--- src/design/bale_pkg.sv ---
`timescale 1ns / 1ps

package bale_pkg;

  localparam int unsigned OP_W      = 3;
  localparam int unsigned IDX_W     = 4;
  localparam int unsigned DATA_W    = 32;
  localparam int unsigned STAT_W    = 3;
  localparam int unsigned POS_W     = 4;
  localparam int unsigned CNT_W     = 5;
  localparam int unsigned DEPTH_DEF = 16;

  typedef enum logic [OP_W-1:0] {
    OP_APPEND = 3'd0,
    OP_INSERT = 3'd1,
    OP_POP    = 3'd2,
    OP_DELETE = 3'd3,
    OP_REMOVE = 3'd4,
    OP_FIND   = 3'd5,
    OP_READ   = 3'd6
  } op_e;

  typedef enum logic [STAT_W-1:0] {
    ST_OK       = 3'd0,
    ST_FULL     = 3'd1,
    ST_EMPTY    = 3'd2,
    ST_RANGE    = 3'd3,
    ST_NOTFOUND = 3'd4
  } status_e;

  // controller to datapath
  typedef struct packed {
    logic load;
    logic step;
    logic finish;
  } cmd_t;

  // datapath to controller
  typedef struct packed {
    logic scan_done;
  } sts_t;

endpackage

--- src/design/bale_req_if.sv ---
`timescale 1ns / 1ps

interface bale_req_if;
  logic                                valid;
  logic                                ready;
  logic        [bale_pkg::OP_W-1:0]    op;
  logic        [bale_pkg::IDX_W-1:0]   index;
  logic signed [bale_pkg::DATA_W-1:0]  value;

  modport source (output valid, op, index, value, input ready);
  modport sink   (input valid, op, index, value, output ready);
endinterface

--- src/design/bale_rsp_if.sv ---
`timescale 1ns / 1ps

interface bale_rsp_if;
  logic                                valid;
  logic                                ready;
  logic        [bale_pkg::STAT_W-1:0]  status;
  logic signed [bale_pkg::DATA_W-1:0]  data;
  logic        [bale_pkg::POS_W-1:0]   position;
  logic        [bale_pkg::CNT_W-1:0]   count;

  modport source (output valid, status, data, position, count, input ready);
  modport sink   (input valid, status, data, position, count, output ready);
endinterface

--- src/design/bounded_array_list_engine.sv ---
`timescale 1ns / 1ps
// one item in work at a time: a new request is taken only after the last one has finished
// (append and flagged requests walk no stored words; pop and read walk one; the rest up to DEPTH)
// the walk reads one word per cycle and writes back the words that it moves
// insert, delete, remove and find walk the store one word a cycle
// reset: count cleared to zero at once, store contents left as they are, no clearing pass

module bounded_array_list_engine #(
  parameter int unsigned DEPTH = bale_pkg::DEPTH_DEF
) (
  input  logic              clk_i,
  input  logic              rst_ni,
  bale_req_if.sink          req_i,
  bale_rsp_if.source        rsp_o
);
  import bale_pkg::*;

  cmd_t cmd;
  sts_t sts;
  logic in_ready;
  logic out_valid;

  bale_ctrl u_ctrl (
    .clk_i       (clk_i),
    .rst_ni      (rst_ni),
    .in_valid_i  (req_i.valid),
    .out_ready_i (rsp_o.ready),
    .sts_i       (sts),
    .in_ready_o  (in_ready),
    .out_valid_o (out_valid),
    .cmd_o       (cmd)
  );

  bale_dp #(
    .DEPTH (DEPTH)
  ) u_dp (
    .clk_i      (clk_i),
    .rst_ni     (rst_ni),
    .cmd_i      (cmd),
    .sts_o      (sts),
    .op_i       (req_i.op),
    .index_i    (req_i.index),
    .value_i    (req_i.value),
    .status_o   (rsp_o.status),
    .data_o     (rsp_o.data),
    .position_o (rsp_o.position),
    .count_o    (rsp_o.count)
  );

  assign req_i.ready = in_ready;
  assign rsp_o.valid = out_valid;

endmodule

--- src/design/bale_ram.sv ---
`timescale 1ns / 1ps

module bale_ram #(
  parameter int unsigned WIDTH = 32,
  parameter int unsigned DEPTH = 16
) (
  input  logic                     clk_i,
  input  logic                     we_i,
  input  logic [$clog2(DEPTH)-1:0] waddr_i,
  input  logic [WIDTH-1:0]         wdata_i,
  input  logic                     re_i,
  input  logic [$clog2(DEPTH)-1:0] raddr_i,
  output logic [WIDTH-1:0]         rdata_o
);

  logic [WIDTH-1:0] mem [DEPTH];
  logic [WIDTH-1:0] rdata_q;

  always_ff @(posedge clk_i) begin
    if (we_i) begin
      mem[waddr_i] <= wdata_i;
    end
    if (re_i) begin
      rdata_q <= mem[raddr_i];
    end
  end

  assign rdata_o = rdata_q;

endmodule

--- src/design/bale_ctrl.sv ---
`timescale 1ns / 1ps

module bale_ctrl (
  input  logic           clk_i,
  input  logic           rst_ni,
  input  logic           in_valid_i,
  input  logic           out_ready_i,
  input  bale_pkg::sts_t sts_i,
  output logic           in_ready_o,
  output logic           out_valid_o,
  output bale_pkg::cmd_t cmd_o
);
  import bale_pkg::*;

  typedef enum logic {
    S_IDLE,
    S_SCAN
  } state_e;

  state_e state_q, state_d;
  logic   out_valid_q, out_valid_d;

  always_comb begin
    state_d = state_q;
    cmd_o   = '0;
    case (state_q)
      S_IDLE: begin
        if (in_valid_i) begin
          cmd_o.load = 1'b1;
          state_d    = S_SCAN;
        end
      end
      S_SCAN: begin
        cmd_o.step = 1'b1;
        // result register must be free before the next result lands
        if (sts_i.scan_done && (!out_valid_q || out_ready_i)) begin
          cmd_o.finish = 1'b1;
          state_d      = S_IDLE;
        end
      end
      default: state_d = S_IDLE;
    endcase
    out_valid_d = cmd_o.finish | (out_valid_q & ~out_ready_i);
  end

  always_ff @(posedge clk_i or negedge rst_ni) begin
    if (!rst_ni) begin
      state_q     <= S_IDLE;
      out_valid_q <= 1'b0;
    end else begin
      state_q     <= state_d;
      out_valid_q <= out_valid_d;
    end
  end

  assign in_ready_o  = (state_q == S_IDLE);
  assign out_valid_o = out_valid_q;

  a_finish_after_scan: assert property (@(posedge clk_i) disable iff (!rst_ni)
    cmd_o.finish |-> sts_i.scan_done)
    else $error("finish before the scan has drained");

  a_one_item_in_flight: assert property (@(posedge clk_i) disable iff (!rst_ni)
    (in_valid_i && in_ready_o) |=> !in_ready_o)
    else $error("second item taken while one is in work");

  a_finish_gives_result: assert property (@(posedge clk_i) disable iff (!rst_ni)
    cmd_o.finish |=> (out_valid_o && in_ready_o))
    else $error("finished item did not reach the output");

endmodule

--- src/design/bale_dp.sv ---
`timescale 1ns / 1ps

module bale_dp #(
  parameter int unsigned DEPTH = bale_pkg::DEPTH_DEF
) (
  input  logic                                clk_i,
  input  logic                                rst_ni,
  input  bale_pkg::cmd_t                      cmd_i,
  output bale_pkg::sts_t                      sts_o,
  input  logic        [bale_pkg::OP_W-1:0]    op_i,
  input  logic        [bale_pkg::IDX_W-1:0]   index_i,
  input  logic signed [bale_pkg::DATA_W-1:0]  value_i,
  output logic        [bale_pkg::STAT_W-1:0]  status_o,
  output logic signed [bale_pkg::DATA_W-1:0]  data_o,
  output logic        [bale_pkg::POS_W-1:0]   position_o,
  output logic        [bale_pkg::CNT_W-1:0]   count_o
);
  import bale_pkg::*;

  localparam int unsigned AW   = $clog2(DEPTH);
  localparam int unsigned CW   = $clog2(DEPTH + 1);
  localparam int unsigned CMPW = (CW > IDX_W) ? CW : IDX_W;

  // control state
  logic [CW-1:0]     count_q, count_d;
  logic [CW-1:0]     rem_q, rem_d;
  logic              pend_q, pend_d;

  // request and scan payload
  op_e               op_q;
  status_e           stat_q;
  logic [DATA_W-1:0] val_q;
  logic [AW-1:0]     widx_q;
  logic [CW-1:0]     rptr_q, rptr_d;
  logic [CW-1:0]     paddr_q;
  logic [CW-1:0]     kept_q, kept_d;
  logic              found_q, found_d;
  logic [CW-1:0]     pos_q, pos_d;

  // result register
  status_e           res_stat_q, res_stat_d;
  logic [DATA_W-1:0] res_data_q, res_data_d;
  logic [POS_W-1:0]  res_pos_q, res_pos_d;

  // request check
  op_e               op_in;
  status_e           pre_stat;
  logic [CW-1:0]     idx_w;
  logic [CW-1:0]     rem_init, rptr_init;
  logic [AW-1:0]     widx_init;
  logic              full, empty;

  // memory ports
  logic              issue;
  logic              we;
  logic [AW-1:0]     waddr;
  logic [DATA_W-1:0] wdata;
  logic [DATA_W-1:0] rdata;

  assign op_in = op_e'(op_i);
  assign full  = (count_q == CW'(DEPTH));
  assign empty = (count_q == '0);
  assign idx_w = CW'(index_i);

  always_comb begin
    pre_stat  = ST_OK;
    rem_init  = '0;
    rptr_init = '0;
    widx_init = AW'(count_q);
    case (op_in)
      OP_APPEND: begin
        if (full) pre_stat = ST_FULL;
      end
      OP_INSERT: begin
        if (full) begin
          pre_stat = ST_FULL;
        end else if (CMPW'(index_i) > CMPW'(count_q)) begin
          pre_stat = ST_RANGE;
        end
        rptr_init = count_q - CW'(1);
        rem_init  = count_q - idx_w;
        widx_init = AW'(index_i);
      end
      OP_POP: begin
        if (empty) pre_stat = ST_EMPTY;
        rptr_init = count_q - CW'(1);
        rem_init  = CW'(1);
      end
      OP_DELETE: begin
        if (empty) begin
          pre_stat = ST_EMPTY;
        end else if (CMPW'(index_i) >= CMPW'(count_q)) begin
          pre_stat = ST_RANGE;
        end
        rptr_init = idx_w + CW'(1);
        rem_init  = count_q - idx_w - CW'(1);
      end
      OP_REMOVE, OP_FIND: begin
        if (empty) pre_stat = ST_EMPTY;
        rem_init = count_q;
      end
      OP_READ: begin
        if (empty) begin
          pre_stat = ST_EMPTY;
        end else if (CMPW'(index_i) >= CMPW'(count_q)) begin
          pre_stat = ST_RANGE;
        end
        rptr_init = idx_w;
        rem_init  = CW'(1);
      end
      default: ;
    endcase
    // flagged requests walk nothing
    if (pre_stat != ST_OK) rem_init = '0;
  end

  // read side of the walk
  assign issue = cmd_i.step && (rem_q != '0);

  always_comb begin
    rem_d  = rem_q;
    rptr_d = rptr_q;
    pend_d = issue;
    if (cmd_i.load) begin
      rem_d  = rem_init;
      rptr_d = rptr_init;
    end else if (issue) begin
      rem_d  = rem_q - CW'(1);
      rptr_d = (op_q == OP_INSERT) ? rptr_q - CW'(1) : rptr_q + CW'(1);
    end
  end

  // write side: at most one word back per cycle, or the new word at the end of an append or insert
  always_comb begin
    we      = 1'b0;
    waddr   = widx_q;
    wdata   = rdata;
    kept_d  = kept_q;
    found_d = found_q;
    pos_d   = pos_q;
    if (cmd_i.load) begin
      kept_d  = '0;
      found_d = 1'b0;
      pos_d   = '0;
    end else if (pend_q) begin
      case (op_q)
        OP_INSERT: begin
          we    = 1'b1;
          waddr = AW'(paddr_q + CW'(1));
        end
        OP_DELETE: begin
          we    = 1'b1;
          waddr = AW'(paddr_q - CW'(1));
        end
        OP_REMOVE: begin
          if (rdata != val_q) begin
            we     = 1'b1;
            waddr  = kept_q[AW-1:0];
            kept_d = kept_q + CW'(1);
          end
        end
        OP_FIND: begin
          if (rdata == val_q && !found_q) begin
            found_d = 1'b1;
            pos_d   = paddr_q;
          end
        end
        default: ;
      endcase
    end else if (cmd_i.finish && stat_q == ST_OK &&
                 (op_q == OP_APPEND || op_q == OP_INSERT)) begin
      we    = 1'b1;
      waddr = widx_q;
      wdata = val_q;
    end
  end

  // result and new count
  always_comb begin
    res_stat_d = stat_q;
    res_data_d = '0;
    res_pos_d  = '0;
    count_d    = count_q;
    if (stat_q == ST_OK) begin
      case (op_q)
        OP_APPEND, OP_INSERT: count_d = count_q + CW'(1);
        OP_POP: begin
          res_data_d = rdata;
          count_d    = count_q - CW'(1);
        end
        OP_DELETE: count_d = count_q - CW'(1);
        OP_REMOVE: begin
          count_d    = kept_q;
          res_data_d = DATA_W'(count_q - kept_q);
          if (kept_q == count_q) res_stat_d = ST_NOTFOUND;
        end
        OP_FIND: begin
          if (found_q) begin
            res_pos_d = POS_W'(pos_q);
          end else begin
            res_stat_d = ST_NOTFOUND;
          end
        end
        OP_READ: res_data_d = rdata;
        default: ;
      endcase
    end
  end

  always_ff @(posedge clk_i or negedge rst_ni) begin
    if (!rst_ni) begin
      count_q <= '0;
      rem_q   <= '0;
      pend_q  <= 1'b0;
    end else begin
      rem_q  <= rem_d;
      pend_q <= pend_d;
      if (cmd_i.finish) count_q <= count_d;
    end
  end

  always_ff @(posedge clk_i) begin
    rptr_q  <= rptr_d;
    paddr_q <= rptr_q;
    kept_q  <= kept_d;
    found_q <= found_d;
    pos_q   <= pos_d;
    if (cmd_i.load) begin
      op_q   <= op_in;
      stat_q <= pre_stat;
      val_q  <= value_i;
      widx_q <= widx_init;
    end
    if (cmd_i.finish) begin
      res_stat_q <= res_stat_d;
      res_data_q <= res_data_d;
      res_pos_q  <= res_pos_d;
    end
  end

  bale_ram #(
    .WIDTH (DATA_W),
    .DEPTH (DEPTH)
  ) u_store (
    .clk_i   (clk_i),
    .we_i    (we),
    .waddr_i (waddr),
    .wdata_i (wdata),
    .re_i    (issue),
    .raddr_i (rptr_q[AW-1:0]),
    .rdata_o (rdata)
  );

  assign sts_o.scan_done = (rem_q == '0) && !pend_q;

  assign status_o   = res_stat_q;
  assign data_o     = $signed(res_data_q);
  assign position_o = res_pos_q;
  assign count_o    = CNT_W'(count_q);

  a_count_bound: assert property (@(posedge clk_i) disable iff (!rst_ni)
    count_q <= CW'(DEPTH))
    else $error("element count above capacity");

  a_read_held: assert property (@(posedge clk_i) disable iff (!rst_ni)
    issue |-> (rptr_q < count_q))
    else $error("walk reads past the held elements");

  a_compact_behind: assert property (@(posedge clk_i) disable iff (!rst_ni)
    (pend_q && op_q == OP_REMOVE) |-> (kept_q <= paddr_q))
    else $error("compaction overtook the read pointer");

endmodule
--- src/flat_wrapper.sv ---
// flat-port wrapper written by rule: the top's interface ports become plain ports
module bounded_array_list_engine_flat import bale_pkg::*;
#(
  parameter int unsigned DEPTH = bale_pkg::DEPTH_DEF
)
  (clk_i, rst_ni, req_i_valid, req_i_op, req_i_index, req_i_value, req_i_ready, rsp_o_valid, rsp_o_status, rsp_o_data, rsp_o_position, rsp_o_count, rsp_o_ready);
  bale_req_if req_i_i ();
  bale_rsp_if rsp_o_i ();
  input  logic clk_i;
  input  logic rst_ni;
  input wire logic [$bits(req_i_i.valid)-1:0] req_i_valid;
  input wire logic [$bits(req_i_i.op)-1:0] req_i_op;
  input wire logic [$bits(req_i_i.index)-1:0] req_i_index;
  input wire logic [$bits(req_i_i.value)-1:0] req_i_value;
  output wire logic [$bits(req_i_i.ready)-1:0] req_i_ready;
  output wire logic [$bits(rsp_o_i.valid)-1:0] rsp_o_valid;
  output wire logic [$bits(rsp_o_i.status)-1:0] rsp_o_status;
  output wire logic [$bits(rsp_o_i.data)-1:0] rsp_o_data;
  output wire logic [$bits(rsp_o_i.position)-1:0] rsp_o_position;
  output wire logic [$bits(rsp_o_i.count)-1:0] rsp_o_count;
  input wire logic [$bits(rsp_o_i.ready)-1:0] rsp_o_ready;
  assign req_i_i.valid = req_i_valid;
  assign req_i_i.op = req_i_op;
  assign req_i_i.index = req_i_index;
  assign req_i_i.value = req_i_value;
  assign req_i_ready = req_i_i.ready;
  assign rsp_o_valid = rsp_o_i.valid;
  assign rsp_o_status = rsp_o_i.status;
  assign rsp_o_data = rsp_o_i.data;
  assign rsp_o_position = rsp_o_i.position;
  assign rsp_o_count = rsp_o_i.count;
  assign rsp_o_i.ready = rsp_o_ready;
  bounded_array_list_engine #(.DEPTH(DEPTH)) u_core (.clk_i(clk_i), .rst_ni(rst_ni), .req_i(req_i_i), .rsp_o(rsp_o_i));
endmodule
--- config.mk ---
export PLATFORM = sky130hd
export DESIGN_NAME = bounded_array_list_engine_flat
export DESIGN_NICKNAME = d
export VERILOG_FILES = /design/src/design/bale_pkg.sv /design/src/design/bale_req_if.sv /design/src/design/bale_rsp_if.sv /design/src/design/bounded_array_list_engine.sv /design/src/design/bale_ram.sv /design/src/design/bale_ctrl.sv /design/src/design/bale_dp.sv /design/src/flat_wrapper.sv
export SDC_FILE = /design/constraint.sdc
export NUM_CORES = 1
export LEC_CHECK = 0
export BUFFER_PORTS_ARGS = -buffer_cell sky130_fd_sc_hd__buf_4
export CAP_MARGIN = 20
export CORE_UTILIZATION = 30
export DETAILED_ROUTE_END_ITERATION = 7
export HOLD_SLACK_MARGIN = 0.02
export SETUP_SLACK_MARGIN = 0.4
export SYNTH_ARGS = -nofsm -noshare
export SYNTH_HDL_FRONTEND = slang
export SYNTH_SLANG_ARGS = --single-unit
export TNS_END_PERCENT = 5
--- constraint.sdc ---
create_clock -name clk_i -period 11 [get_ports clk_i]
set_input_delay 1.1 -clock clk_i [delete_from_list [all_inputs] [get_ports clk_i]]
set_output_delay 1.1 -clock clk_i [all_outputs]
set_load 0.02 [all_outputs]
==> results of run 1 <==
[cell families after synthesis]
kind of cell	after synthesis
adders and majority gates	26
DFF	655
muxes	169
buffers and inverters	93
and+or+nand+nor	297
xor gates and xnor gates	53
AOI/OAI and AO/OA	136
[stage by stage]
stage	total power (W)	hold slack, ps	util, %	setup slack [ps]	instance area [sq um]
2_1_floorplan	0.00476	346	-	6780	26600
3_3_place_gp	0.00540	448	32.9	5990	28700
3_5_place_dp	0.00547	455	33.0	5970	28800
4_1_cts	0.00766	318	35.5	6240	30900
5_1_grt	0.00790	324	35.5	6180	31000
6_report	0.00759	339	35.5	6380	31000
[final cells by class]
cell class,count,area [sq um]
tap,1155,1450
timing repair buffer,119,1030
inverter,23,86.3
multi-input combinational,681,6880
clock inverter,41,372
clock buffer,81,1730
fill,8172,56300
sequential,655,19500
[report_power, final]
group / internal [W] / leakage [nW] / switching, W
logic: 0.000824 / 3.05 / 0.00118
clock network: 0.00123 / 1.01 / 0.000955
registers: 0.00328 / 5.99 / 0.000128
[per-layer routing]
| layer | global-route usage [%] | up-vias |
|---|---|---|
| li1 | - | 5965 |
| met1 | 21.8 | 7358 |
| met2 | 22.2 | 625 |
| met3 | 3.11 | 96 |
| met4 | 2.99 | 0 |
| met5 | 0 | - |
[state kept, by name (all words and copies together) (netlist names), 5 cells and up]
| name | flops |
|---|---|
| u_core.u_dp.u_store.rdata_o | 32 |
| u_core.u_dp.data_o | 32 |
| u_core.u_dp.kept_q | 5 |
| u_core.u_dp.val_q | 32 |
| u_core.u_dp.u_store.mem | 512 |
| u_core.u_dp.count_o | 5 |
| u_core.u_dp.rem_q | 5 |
[worst min-delay path by stage]
stage	slack (ps)	to	start	cells after the start
3_5_place_dp	450	u_core.u_dp.status_o[0]$_DFFE_PP_	u_core.u_dp.stat_q[0]$_DFFE_PP_	0
3_3_place_gp	450	u_core.u_dp.kept_q[4]$_SDFFE_PP0P_	u_core.u_dp.kept_q[4]$_SDFFE_PP0P_	2
5_1_grt	320	u_core.u_dp.count_o[4]$_DFFE_PN0P_	rst_ni	1
2_1_floorplan	350	u_core.u_dp.paddr_q[0]$_DFF_P_	u_core.u_dp.rptr_q[0]$_DFFE_PP_	0
4_1_cts	320	u_core.u_dp.count_o[4]$_DFFE_PN0P_	rst_ni	1
6_report	340	u_core.u_dp.count_o[1]$_DFFE_PN0P_	rst_ni	1
[worst max-delay path: stages (launching register included)]
cell and delay [ps]:
sky130_fd_sc_hd__dfrtp_1 410, sky130_fd_sc_hd__inv_1 90, sky130_fd_sc_hd__ha_1 150, sky130_fd_sc_hd__nor4b_4 310, sky130_fd_sc_hd__nand4b_1 390, sky130_fd_sc_hd__or4_2 1190, sky130_fd_sc_hd__a31oi_2 450, sky130_fd_sc_hd__nand3_1 440
sky130_fd_sc_hd__nor2_4 300, sky130_fd_sc_hd__buf_4 480
[synth_stat cells, types with 10 or more instances]
cell type,count,share of area [%]
sky130_fd_sc_hd__inv_1,22,0.31
sky130_fd_sc_hd__xnor2_1,15,0.49
sky130_fd_sc_hd__dfrtp_1,13,1.2
sky130_fd_sc_hd__dfxtp_1,14,1.1
sky130_fd_sc_hd__nor2_1,54,0.76
sky130_fd_sc_hd__edfxtp_1,628,71
sky130_fd_sc_hd__o21ai_0,28,0.53
sky130_fd_sc_hd__nand2_1,154,2.2
sky130_fd_sc_hd__nor2b_1,10,0.24
sky130_fd_sc_hd__xor2_1,38,1.3
sky130_fd_sc_hd__mux4_2,160,14
sky130_fd_sc_hd__a21oi_1,50,0.94
sky130_fd_sc_hd__ha_1,21,0.99
sky130_fd_sc_hd__buf_1,17,0.24
sky130_fd_sc_hd__clkbuf_1,45,0.64
sky130_fd_sc_hd__nand3_1,15,0.28
==> results by group, run 1 <==
CTS
  – # resized after CTS: 0
  – CTS Root Cell: sky130_fd_sc_hd__clkbuf_16
  – CTS tree: done
  – Inserted Clock Buffers: 67
  – Maximum level of the CTS H-tree: 3
  – Buffer levels on the longest clock path: 3
  – Clock Sinks: 655
  – Number of buffers inserted for hold repair after clock tree synthesis: 0
  – Clock transition at the registers of the reported paths: 60 ps
  – Worst-Skew Late Latency: 610 ps
  – Setup Buffers After CTS: 0

Setup path
  – Register-to-register setup slack: 6380 ps
  – Type of element capturing the critical path: register
  – Crit Path Class: register to register
  – Crit start category: register
  – Crit path DAT: 4860 ps
  – Worst flop-to-flop path startpoint: u_core.u_dp.rem_q[0]$_DFFE_PN0P_
  – Peak fanout along the critical path: 33
  – Crit path capture: u_core.u_dp.u_store.mem[12][23]$_DFFE_PP_
  – Crit Reg-Reg Endpoint: u_core.u_dp.u_store.mem[12][23]$_DFFE_PP_
  – Worst reg2reg path depth: 9
  – Required time at the worst-slack endpoint: 11240 ps
  – Startpoint of the worst setup timing path: u_core.u_dp.rem_q[0]$_DFFE_PN0P_

GRT
  – Global-route wire length before repair: 95900 um
  – GRT overflow: 0
  – Combined global-route utilization of all metal layers: 14.7%
  – Largest net degree at the start of global routing: 115
  – Number of global-route vias before repair: 14000
  – Initial antenna violation count: 3

Detailed routing
  – Met2 Wirelength: 29800 um
  – Number of remaining DRC errors: 0
  – Drt first pass iters: 6
  – Aggregate routed wire length: 66100 um
  – Via/cell ratio: 5.10
  – Remaining antenna violation count after routing: 0
  – Highest routing layer actually used: met4
  – Overall via count from detail_route: 14000
  – Met1 WL: 29700 um
  – DR iter-0 viols: 1751
  – Met3 wire length: 5590 um
  – Per-cell routed wire length: 24.0 um

STA
  – Setup_tns: 0 ps
  – Worst max-slew margin expressed relative to the limit: 27.8%
  – Final Max Tran Viols: 0
  – Maximum clock frequency: 216 MHz
  – Final min period: 4620 ps
  – Setup repair after global routing missed its margin: no
  – Worst-Margin Slew: 1080 ps
  – Endpoints failing hold: 0
  – Final setup violation count: 0
  – Worst-case clock skew: 35.3 ps
  – Period utilisation layout: 42.0%

Place
  – Total instance count after detailed placement: 2631
  – Gp weighted congestion: 0.822
  – HPWL after detailed placement: 41900 um
  – Buffers added on ports: 88

Logic synthesis
  – Main combinational cell family by area after synthesis: multiplexers
  – Basic-gate share of the synthesized area counting and, or, nand and nor cells: 5.16%
  – Multiplexer share of the synthesized area: 13.9%
  – Synth Area per Inst: 18.6 sq um
  – Number of flops mapped to enable cells by yosys: 628
  – Arithmetic-cell share of the synthesized area counting full adders, half adders and majority gates: 1.33%
  – Parity-gate share of the synthesized area counting xor and xnor cells: 1.75%
  – Count of distinct cell types in the synthesized netlist: 65
  – Syn Nets: 1497
  – Count of warnings emitted by yosys: 0
  – Flip-flop cell with the highest count after synthesis: sky130_fd_sc_hd__edfxtp_1
  – Post-Synthesis Cell Area: 26600 sq um
  – Register area share after synthesis: 73.2%
  – Yosys reg bits: 655
  – Ys async rst share: 1.98%
  – Complex-gate fraction of the synthesized area: 3.18%
  – Number of instances in the synthesized netlist: 1429

Final layout
  – Most frequent standard cell in the layout excluding fill and tap cells: sky130_fd_sc_hd__edfxtp_1
  – Commonest cells after routing, fill and taps aside: sky130_fd_sc_hd__edfxtp_1, sky130_fd_sc_hd__mux4_2, sky130_fd_sc_hd__nand2_1
  – Fraction of final layout cells sized beyond drive strength 1: 25.1%
  – NumNets Final: 1615
  – Layout overhead on the synthesized area: 16.6%
  – Non-Filler Instances: 2755
  – Count of antenna diodes in the layout: 0

Floorplanning
  – Number of ports placed on the die boundary: 89
  – Die ar.: 89900 sq um
  – Floorplan core area: 87300 sq um
  – Vertical die dimension: 300 um
  – Rows: 108
  – Width of the die: 300 um
  – Effective utilization at floorplan: 30.5%

Outcome
  – Status: finished, final reports clean

Pwr
  – Leakage: 10.0 nW
  – Power Dens Cells: 245 nW/um^2
  – Max rail drop VDD: 0.150 mV

Min path
  – Class of the most critical hold timing path: primary input to async pin

Job
  – Max-cap violations: 0
Note: power is estimated with default switching activity, not from simulation.
==> run 2, diff against run 1 <==
ABC_AREA = 1   (was not set)
clock period = 4.4 ns   (was 11 ns; I/O delays follow)
==> run 2 against run 1 <==
Wire length is 8.4% higher. Global-route usage increased by 0.84 points. Combinational power increased to 3.0 times the previous value. Fmax is 24% higher. Final cell count increased by 28%. Clock power grew to 2.6 times the previous value. Sequential power grew 150%. Core utilization grew 0.33 points. Hold slack lost 240 ps. Synthesized cell count grew 53%. Setup slack worse by 5700 ps. Count of clock-buffer cells in the layout down 5. Critical path type unchanged. Critical endpoint is now u_core.u_dp.u_store.mem[13][11]$_DFFE_PP_. Largest cell class unchanged. Highest routed layer unchanged.
==> results by group, run 2 <==
Final layout
  – Number of filler cells placed in the layout: 8464 (+3.6%)
  – NumNets Final: 2373 (+47%)
  – Largest register by flop count: u_core.u_dp.u_store.mem
  – Count of antenna diodes in the layout: 0 (unchanged)
  – Fraction of final layout cells sized beyond drive strength 1: 12.4% (-13 points)
  – Layout overhead on the synthesized area: 17.7%
  – Multi-input gate area in the final layout: 6850 sq um (-0.38%)
  – Flip-flop count of the largest register, all copies and words added: 512 (unchanged)
  – Commonest cells after routing, fill and taps aside: sky130_fd_sc_hd__edfxtp_1, sky130_fd_sc_hd__nor2_1, sky130_fd_sc_hd__o21ai_0
  – Final std cell area, no fill: 31900 sq um (+2.8%)
  – Most frequent standard cell in the layout excluding fill and tap cells: sky130_fd_sc_hd__edfxtp_1
  – FF/Latch Area: 19500 sq um (unchanged)
  – Non-Filler Instances: 3519 (+28%)

Setup path
  – Crit path DAT: 4070 ps (-790 ps)
  – Required time at the worst-slack endpoint: 4750 ps (-6490 ps)
  – Type of element capturing the critical path: register
  – Crit start category: register
  – Peak fanout along the critical path: 19 (-42%)
  – Crit Path Class: register to register

GRT
  – Initial antenna violation count: 1 (-2)
  – GRT overflow: 0 (unchanged)
  – Global-route wire length before repair: 108000 um (+13%)
  – Number of global-route vias before repair: 17600 (+26%)
  – Largest net degree at the start of global routing: 229 (+99%)
  – Combined global-route utilization of all metal layers: 15.5% (+0.84 points)

STA
  – Setup repair after global routing missed its margin: no
  – Worst max-slew margin expressed relative to the limit: 27.7% (-0.14 points)
  – Worst-Margin Slew: 1080 ps (+2.10 ps)
  – Endpoints failing hold: 0 (unchanged)
  – Period utilisation layout: 84.6% (+43 points)
  – Final setup violation count: 0 (unchanged)
  – Maximum clock frequency: 269 MHz (+24%)
  – Setup_tns: 0 ps (unchanged)
  – Final min period: 3720 ps (-899 ps)
  – Setup slack of the critical path after layout: 678 ps (-5700 ps)
  – Final Max Tran Viols: 0 (unchanged)
  – Worst-case clock skew: 45.2 ps (+9.95 ps)

Logic synthesis
  – Ys async rst share: 1.98% (unchanged)
  – Synth top area cells: sky130_fd_sc_hd__edfxtp_1, sky130_fd_sc_hd__o21ai_0, sky130_fd_sc_hd__nor2_1, sky130_fd_sc_hd__nand2_1, sky130_fd_sc_hd__o221ai_1
  – Leading cell type by number of instances after synthesis: sky130_fd_sc_hd__edfxtp_1
  – Commonest cells in the netlist: sky130_fd_sc_hd__edfxtp_1, sky130_fd_sc_hd__nor2_1, sky130_fd_sc_hd__o21ai_0
  – Largest area contributor in the netlist: sky130_fd_sc_hd__edfxtp_1
  – Synth Area per Inst: 12.4 sq um (-33%)
  – Flip-flop cell with the highest count after synthesis: sky130_fd_sc_hd__edfxtp_1
  – Count of distinct cell types in the synthesized netlist: 42 (-35%)
  – Post-Synthesis Cell Area: 27100 sq um (+1.8%)
  – Area share of the leading cell type in the synthesized netlist: 69.6% (-1.3 points)
  – Number of instances in the synthesized netlist: 2185 (+53%)
  – Number of flops mapped to enable cells by yosys: 628 (unchanged)
  – Yosys reg bits: 655 (unchanged)
  – Register area share after synthesis: 71.9% (-1.3 points)
  – Syn Nets: 2253 (+51%)
  – Count of warnings emitted by yosys: 0 (unchanged)

Place
  – HPWL after detailed placement: 42300 um (+1.1%)
  – Buffers added on ports: 88 (unchanged)
  – Total instance count after detailed placement: 3366 (+28%)
  – Worst slack, placed: 747 ps (-5220 ps)
  – Gp weighted congestion: 0.881 (+7.2%)
  – Placed instance area: 29300 sq um (+1.7%)

Floorplanning
  – Die ar.: 91500 sq um (+1.8%)
  – Floorplan core area: 88900 sq um (+1.9%)
  – Vertical die dimension: 302 um (+0.91%)
  – Rows: 109 (+0.93%)
  – Number of ports placed on the die boundary: 89 (unchanged)
  – Width of the die: 302 um (+0.91%)
  – Effective utilization at floorplan: 30.5% (about the same)

Outcome
  – Status: finished, final reports clean

Detailed routing
  – Aggregate routed wire length: 71700 um (+8.4%)
  – DR iter-0 viols: 1715 (-2.1%)
  – Per-cell routed wire length: 20.4 um (-15%)
  – Remaining antenna violation count after routing: 0 (unchanged)
  – Overall via count from detail_route: 17900 (+28%)
  – Number of remaining DRC errors: 0 (unchanged)
  – Drt first pass iters: 7 (+1)
  – Via/cell ratio: 5.09 (about the same)

Pwr
  – Power Dens Cells: 626 nW/um^2 (+160%)
  – Leakage: 10.8 nW (+7.5%)
  – Switching power: 0.00689 W (+200%)
  – Relative contribution of the clock network to total power: 28.0% (-0.8 points)
  – Internal Dissipation: 0.0131 W (+140%)
  – Power, Total: 0.0199 W (+160%)
  – Flop pwr share: 42.0% (-2.8 points)
  – Max rail drop VDD: 0.496 mV (+230%)
  – Switching share of total power: 34.5% (+4.8 points)
  – Fraction of power consumed by combinational cells: 30.0% (+3.6 points)

CTS
  – Setup Buffers After CTS: 0 (unchanged)
  – Inserted Clock Buffers: 61 (-9.0%)
  – Maximum level of the CTS H-tree: 2 (-1)
  – CTS Root Cell: sky130_fd_sc_hd__clkbuf_16
  – Buffer levels on the longest clock path: 3 (unchanged)
  – Clock transition at the registers of the reported paths: 60 ps (about the same)
  – CTS tree: done
  – Clock Sinks: 655 (unchanged)
  – Worst-Skew Late Latency: 640 ps (+30 ps)

Min path
  – Class of the most critical hold timing path: primary input to register

Job
  – Max-cap violations: 0 (unchanged)
[run 2: path summary, 6_finish.rpt]
check,slack (ps),cells past startpoint,to,start
worst max-delay path,680,14,u_core.u_dp.u_store.mem[13][11]$_DFFE_PP_,u_core.u_dp.u_store.rdata_o[13]$_DFFE_PP_
worst min-delay path,100,4,u_core.u_ctrl.out_valid_o$_DFF_PN0_,rsp_o_ready
worst max register to register,680,14,u_core.u_dp.u_store.mem[13][11]$_DFFE_PP_,u_core.u_dp.u_store.rdata_o[13]$_DFFE_PP_
worst min register to register,470,2,u_core.u_dp.pos_q[2]$_SDFFE_PP0P_,u_core.u_dp.pos_q[2]$_SDFFE_PP0P_
max in group asynchronous,4010,2,u_core.u_ctrl.out_valid_o$_DFF_PN0_,rst_ni
min in group asynchronous,210,2,u_core.u_dp.count_o[3]$_DFFE_PN0P_,rst_ni
[run 2: through the flow]
stage               utilization [%]  hold slack (ps)
floorplan                         -              144
global placement               33.0              303
detailed placement             33.0              306
CTS                            35.8             70.9
global route                   35.8              121
finish                         35.8              103
[run 2: power groups by stage]
stage	Combinational, W	Sequential, W	Clock [W]
finish	0.00599	0.00837	0.00559
detailed placement	0.00587	0.00850	0
CTS	0.00592	0.00837	0.00569
floorplan	0.00363	0.00844	0
global route	0.00659	0.00841	0.00591
global placement	0.00570	0.00847	0
[run 2: worst max-delay path, cell delays in order (launching register included)]
cell                       delay (ps)
sky130_fd_sc_hd__edfxtp_1         430
sky130_fd_sc_hd__xnor2_1          270
sky130_fd_sc_hd__nand2_1          100
sky130_fd_sc_hd__nor2_1           280
sky130_fd_sc_hd__nand2_1          140
sky130_fd_sc_hd__nor2_2           260
sky130_fd_sc_hd__nand2_1          170
sky130_fd_sc_hd__nand2_1          120
sky130_fd_sc_hd__nand2_1           80
sky130_fd_sc_hd__nand2_1           70
sky130_fd_sc_hd__nand2_1           90
sky130_fd_sc_hd__inv_1             80
sky130_fd_sc_hd__nand2_1          250
sky130_fd_sc_hd__nor2_4           770
sky130_fd_sc_hd__buf_4            310
[run 2: timing repair]
item                      CTS  global route
hold buffers               36             0
hold endpoints to repair   48             0
resized for setup           0             0
[run 2: area by class of cell]
type | count | share of cell area [%]
inverters | 108 | 1.29
clock inverters | 36 | 1.66
clock buffers | 76 | 4.97
flip-flops and latches | 655 | 61.1
repair buffers | 182 | 4.96
well taps | 1165 | 4.57
multi-input cells | 1297 | 21.5
[run 2: cell families after synthesis]
family	Yosys count	synth area share, %
AND/OR/NAND/NOR	683	10.2
flip-flops	655	71.9
AO/OA/AOI/OAI	554	12.2
buffers and inverters	233	3.37
XOR/XNOR	35	1.13
adder cells (fa/ha/maj)	25	1.27
[run 2: metal layers]
metal,GRT usage [%],vias up,wire length (um)
li1,-,8204,-
met1,21.7,8917,31400
met2,25.1,685,33700
met3,2.17,117,4920
met4,4.44,0,1710
met5,0,-,0
==> run 3, diff against run 2 <==
ABC_AREA = 0   (was 1)
clock period = 3.65 ns   (was 4.4 ns; I/O delays follow)
==> run 3 against run 2 <==
Non-clock buffer count grew 31. Combinational power rose by 2%. Via count decreased by 20%. Fmax rose by 17%. Critical endpoint is now u_core.u_dp.u_store.mem[13][17]$_DFFE_PP_. Clock power grew 28%. Final cell count fell by 19%. Sequential cell count unchanged. Die area down 1.8%.
==> results by group, run 3 (synthesized netlist as in run 1, its figures left out) <==
Outcome
  – Status: finished, final reports clean

GRT
  – GRT overflow: 0 (unchanged)
  – Initial antenna violation count: 2 (+1)
  – Combined global-route utilization of all metal layers: 15.1% (-0.39 points)
  – Number of global-route vias before repair: 14600 (-17%)
  – Largest net degree at the start of global routing: 48 (-79%)
  – Global-route wire length before repair: 99300 um (-8.3%)

Final layout
  – Largest register by flop count: u_core.u_dp.u_store.mem
  – FF/Latch Area: 19500 sq um (unchanged)
  – Flip-flop count of the largest register, all copies and words added: 512 (unchanged)
  – Post-Route Utilization: 37.1% (+1.3 points)
  – Count of antenna diodes in the layout: 0 (unchanged)
  – Non-Filler Instances: 2859 (-19%)
  – Most frequent standard cell in the layout excluding fill and tap cells: sky130_fd_sc_hd__edfxtp_1
  – Layout overhead on the synthesized area: 21.9%
  – Commonest cells after routing, fill and taps aside: sky130_fd_sc_hd__edfxtp_1, sky130_fd_sc_hd__mux4_2, sky130_fd_sc_hd__nand2_1
  – NumNets Final: 1714 (-28%)
  – Number of filler cells placed in the layout: 8072 (-4.6%)
  – Multi-input gate area in the final layout: 6990 sq um (+2.0%)
  – Fraction of final layout cells sized beyond drive strength 1: 28.9% (+16 points)

STA
  – Final min period: 3170 ps (-554 ps)
  – Period utilisation layout: 86.8% (+2.2 points)
  – Worst-case clock skew: 27.8 ps (-17.5 ps)
  – Final Max Tran Viols: 0 (unchanged)
  – Setup repair after global routing missed its margin: yes
  – Endpoints failing hold: 0 (unchanged)
  – Final setup violation count: 0 (unchanged)
  – Worst-Margin Slew: 990 ps (-94.9 ps)
  – Maximum clock frequency: 316 MHz (+17%)
  – Worst max-slew margin expressed relative to the limit: 33.9% (+6.2 points)
  – WHS: 75.1 ps (-28.1 ps)

Pwr
  – Flop pwr share: 43.8% (+1.8 points)
  – Max rail drop VDD: 0.418 mV (-16%)
  – Internal Dissipation: 0.0168 W (+28%)
  – Fraction of power consumed by combinational cells: 25.8% (-4.2 points)
  – Leakage: 10.7 nW (-0.84%)
  – Power, Total: 0.0237 W (+19%)
  – Relative contribution of the clock network to total power: 30.3% (+2.3 points)
  – Power Dens Cells: 730 nW/um^2 (+17%)
  – Switching power: 0.00691 W (+0.26%)
  – Switching share of total power: 29.2% (-5.3 points)

Floorplanning
  – Number of ports placed on the die boundary: 89 (unchanged)
  – Die ar.: 89900 sq um (-1.8%)
  – Effective utilization at floorplan: 30.5% (about the same)
  – Width of the die: 300 um (-0.91%)
  – Vertical die dimension: 300 um (-0.91%)
  – Rows: 108 (-0.92%)
  – Floorplan core area: 87300 sq um (-1.8%)

Place
  – Gp weighted congestion: 0.824 (-6.5%)
  – Total instance count after detailed placement: 2684 (-20%)
  – Buffers added on ports: 88 (unchanged)
  – HPWL after detailed placement: 41800 um (-1.2%)

Setup path
  – Most used cell along the critical path: sky130_fd_sc_hd__buf_4
  – Crit start category: register
  – Type of element capturing the critical path: register
  – Chain of cells forming the critical path: xor2_1, nor4_1, buf_4, nand4_1, o31ai_2, buf_4, a221o_1, nand3_2, buf_6, nor2_4, buf_12, clkbuf_16
  – Crit Path Class: register to register
  – Register-to-register setup slack: 480 ps (-200 ps)
  – Crit path DAT: 3500 ps (-570 ps)
  – Required time at the worst-slack endpoint: 3980 ps (-770 ps)
  – Cell class contributing the biggest share of worst-path delay: buffers and inverters
  – Worst path slowest cell: sky130_fd_sc_hd__edfxtp_1
  – Largest stage delay, worst path: 500 ps (-270 ps)
  – Count of buffering cells on the critical path with inverters included: 5 (+3)
  – Peak fanout along the critical path: 11 (-8)

Detailed routing
  – Overall via count from detail_route: 14300 (-20%)
  – Number of remaining DRC errors: 0 (unchanged)
  – Via/cell ratio: 5.01 (-1.7%)
  – Aggregate routed wire length: 67700 um (-5.6%)
  – Drt first pass iters: 5 (-2)
  – DR iter-0 viols: 1440 (-16%)
  – Remaining antenna violation count after routing: 0 (unchanged)
  – Per-cell routed wire length: 23.7 um (+16%)

CTS
  – Maximum level of the CTS H-tree: 3 (+1)
  – Worst-Skew Late Latency: 620 ps (-20 ps)
  – Clock transition at the registers of the reported paths: 60 ps (about the same)
  – Clock Sinks: 655 (unchanged)
  – Inserted Clock Buffers: 72 (+18%)
  – CTS tree: done
  – Buffer levels on the longest clock path: 3 (unchanged)
  – CTS Root Cell: sky130_fd_sc_hd__clkbuf_16

Job
  – Max-cap violations: 0 (unchanged)

Min path
  – Class of the most critical hold timing path: primary input to register
run 3: power by group through the flow:
| stage | Combinational [W] | Sequential [W] | Clock (W) |
|---|---|---|---|
| final | 0.00611 | 0.0104 | 0.00718 |
| after global routing | 0.00659 | 0.0104 | 0.00762 |
| after floorplan | 0.00408 | 0.0103 | 0 |
| after detailed placement | 0.00605 | 0.0105 | 0 |
| after global placement | 0.00591 | 0.0105 | 0 |
| after CTS | 0.00613 | 0.0104 | 0.00734 |
run 3: metal layers:
metal	GRT usage, %	vias up	part of all wire [%]
met3	2.62	97	5.9
met5	0	-	0
met2	24.1	476	48
met1	21.3	7572	45
met4	4.17	0	2.1
li1	-	6169	-
run 3: timing repair:
action	4_1_cts	5_1_grt
endpoints found under the hold margin	46	0
buffers inserted	0	7
resized for setup	8	16
pin swaps	0	8
cloned	0	2
setup endpoints to repair	526	797
hold buffers	34	0
run 3: stage by stage:
stage / TNS [ps] / setup WS (ps) / cell area, sq um
CTS: 0 / 369 / 32200
finish: 0 / 481 / 32400
detailed placement: 0 / 129 / 29500
global route: 0 / 326 / 32400
floorplan: 0 / 217 / 26600
global placement: -134140 / -350 / 29500
run 3: worst paths after layout:
path                                                           start                                   endpoint  cells past startpoint
hold / removal                                           req_i_op[2]              u_core.u_dp.op_q[2]$_DFFE_PP_                      1
setup reg to reg           u_core.u_dp.u_store.rdata_o[23]$_DFFE_PP_  u_core.u_dp.u_store.mem[13][17]$_DFFE_PP_                     12
min in group asynchronous                                     rst_ni         u_core.u_dp.count_o[2]$_DFFE_PN0P_                      2
max in group asynchronous                                     rst_ni           u_core.u_dp.rem_q[2]$_DFFE_PN0P_                      2
setup / recovery           u_core.u_dp.u_store.rdata_o[23]$_DFFE_PP_  u_core.u_dp.u_store.mem[13][17]$_DFFE_PP_                     12
hold reg to reg                   u_core.u_dp.kept_q[4]$_SDFFE_PP0P_         u_core.u_dp.kept_q[4]$_SDFFE_PP0P_                      2
run 3: area by class of cell:
| class | count | share of cell area (%) |
|---|---|---|
| clock buffers | 87 | 5.89 |
| repair buffers | 213 | 6.45 |
| multi-input cells | 681 | 21.6 |
| clock inverters | 45 | 1.31 |
| inverters | 23 | 0.266 |
| well taps | 1155 | 4.46 |
| flip-flops and latches | 655 | 60.1 |
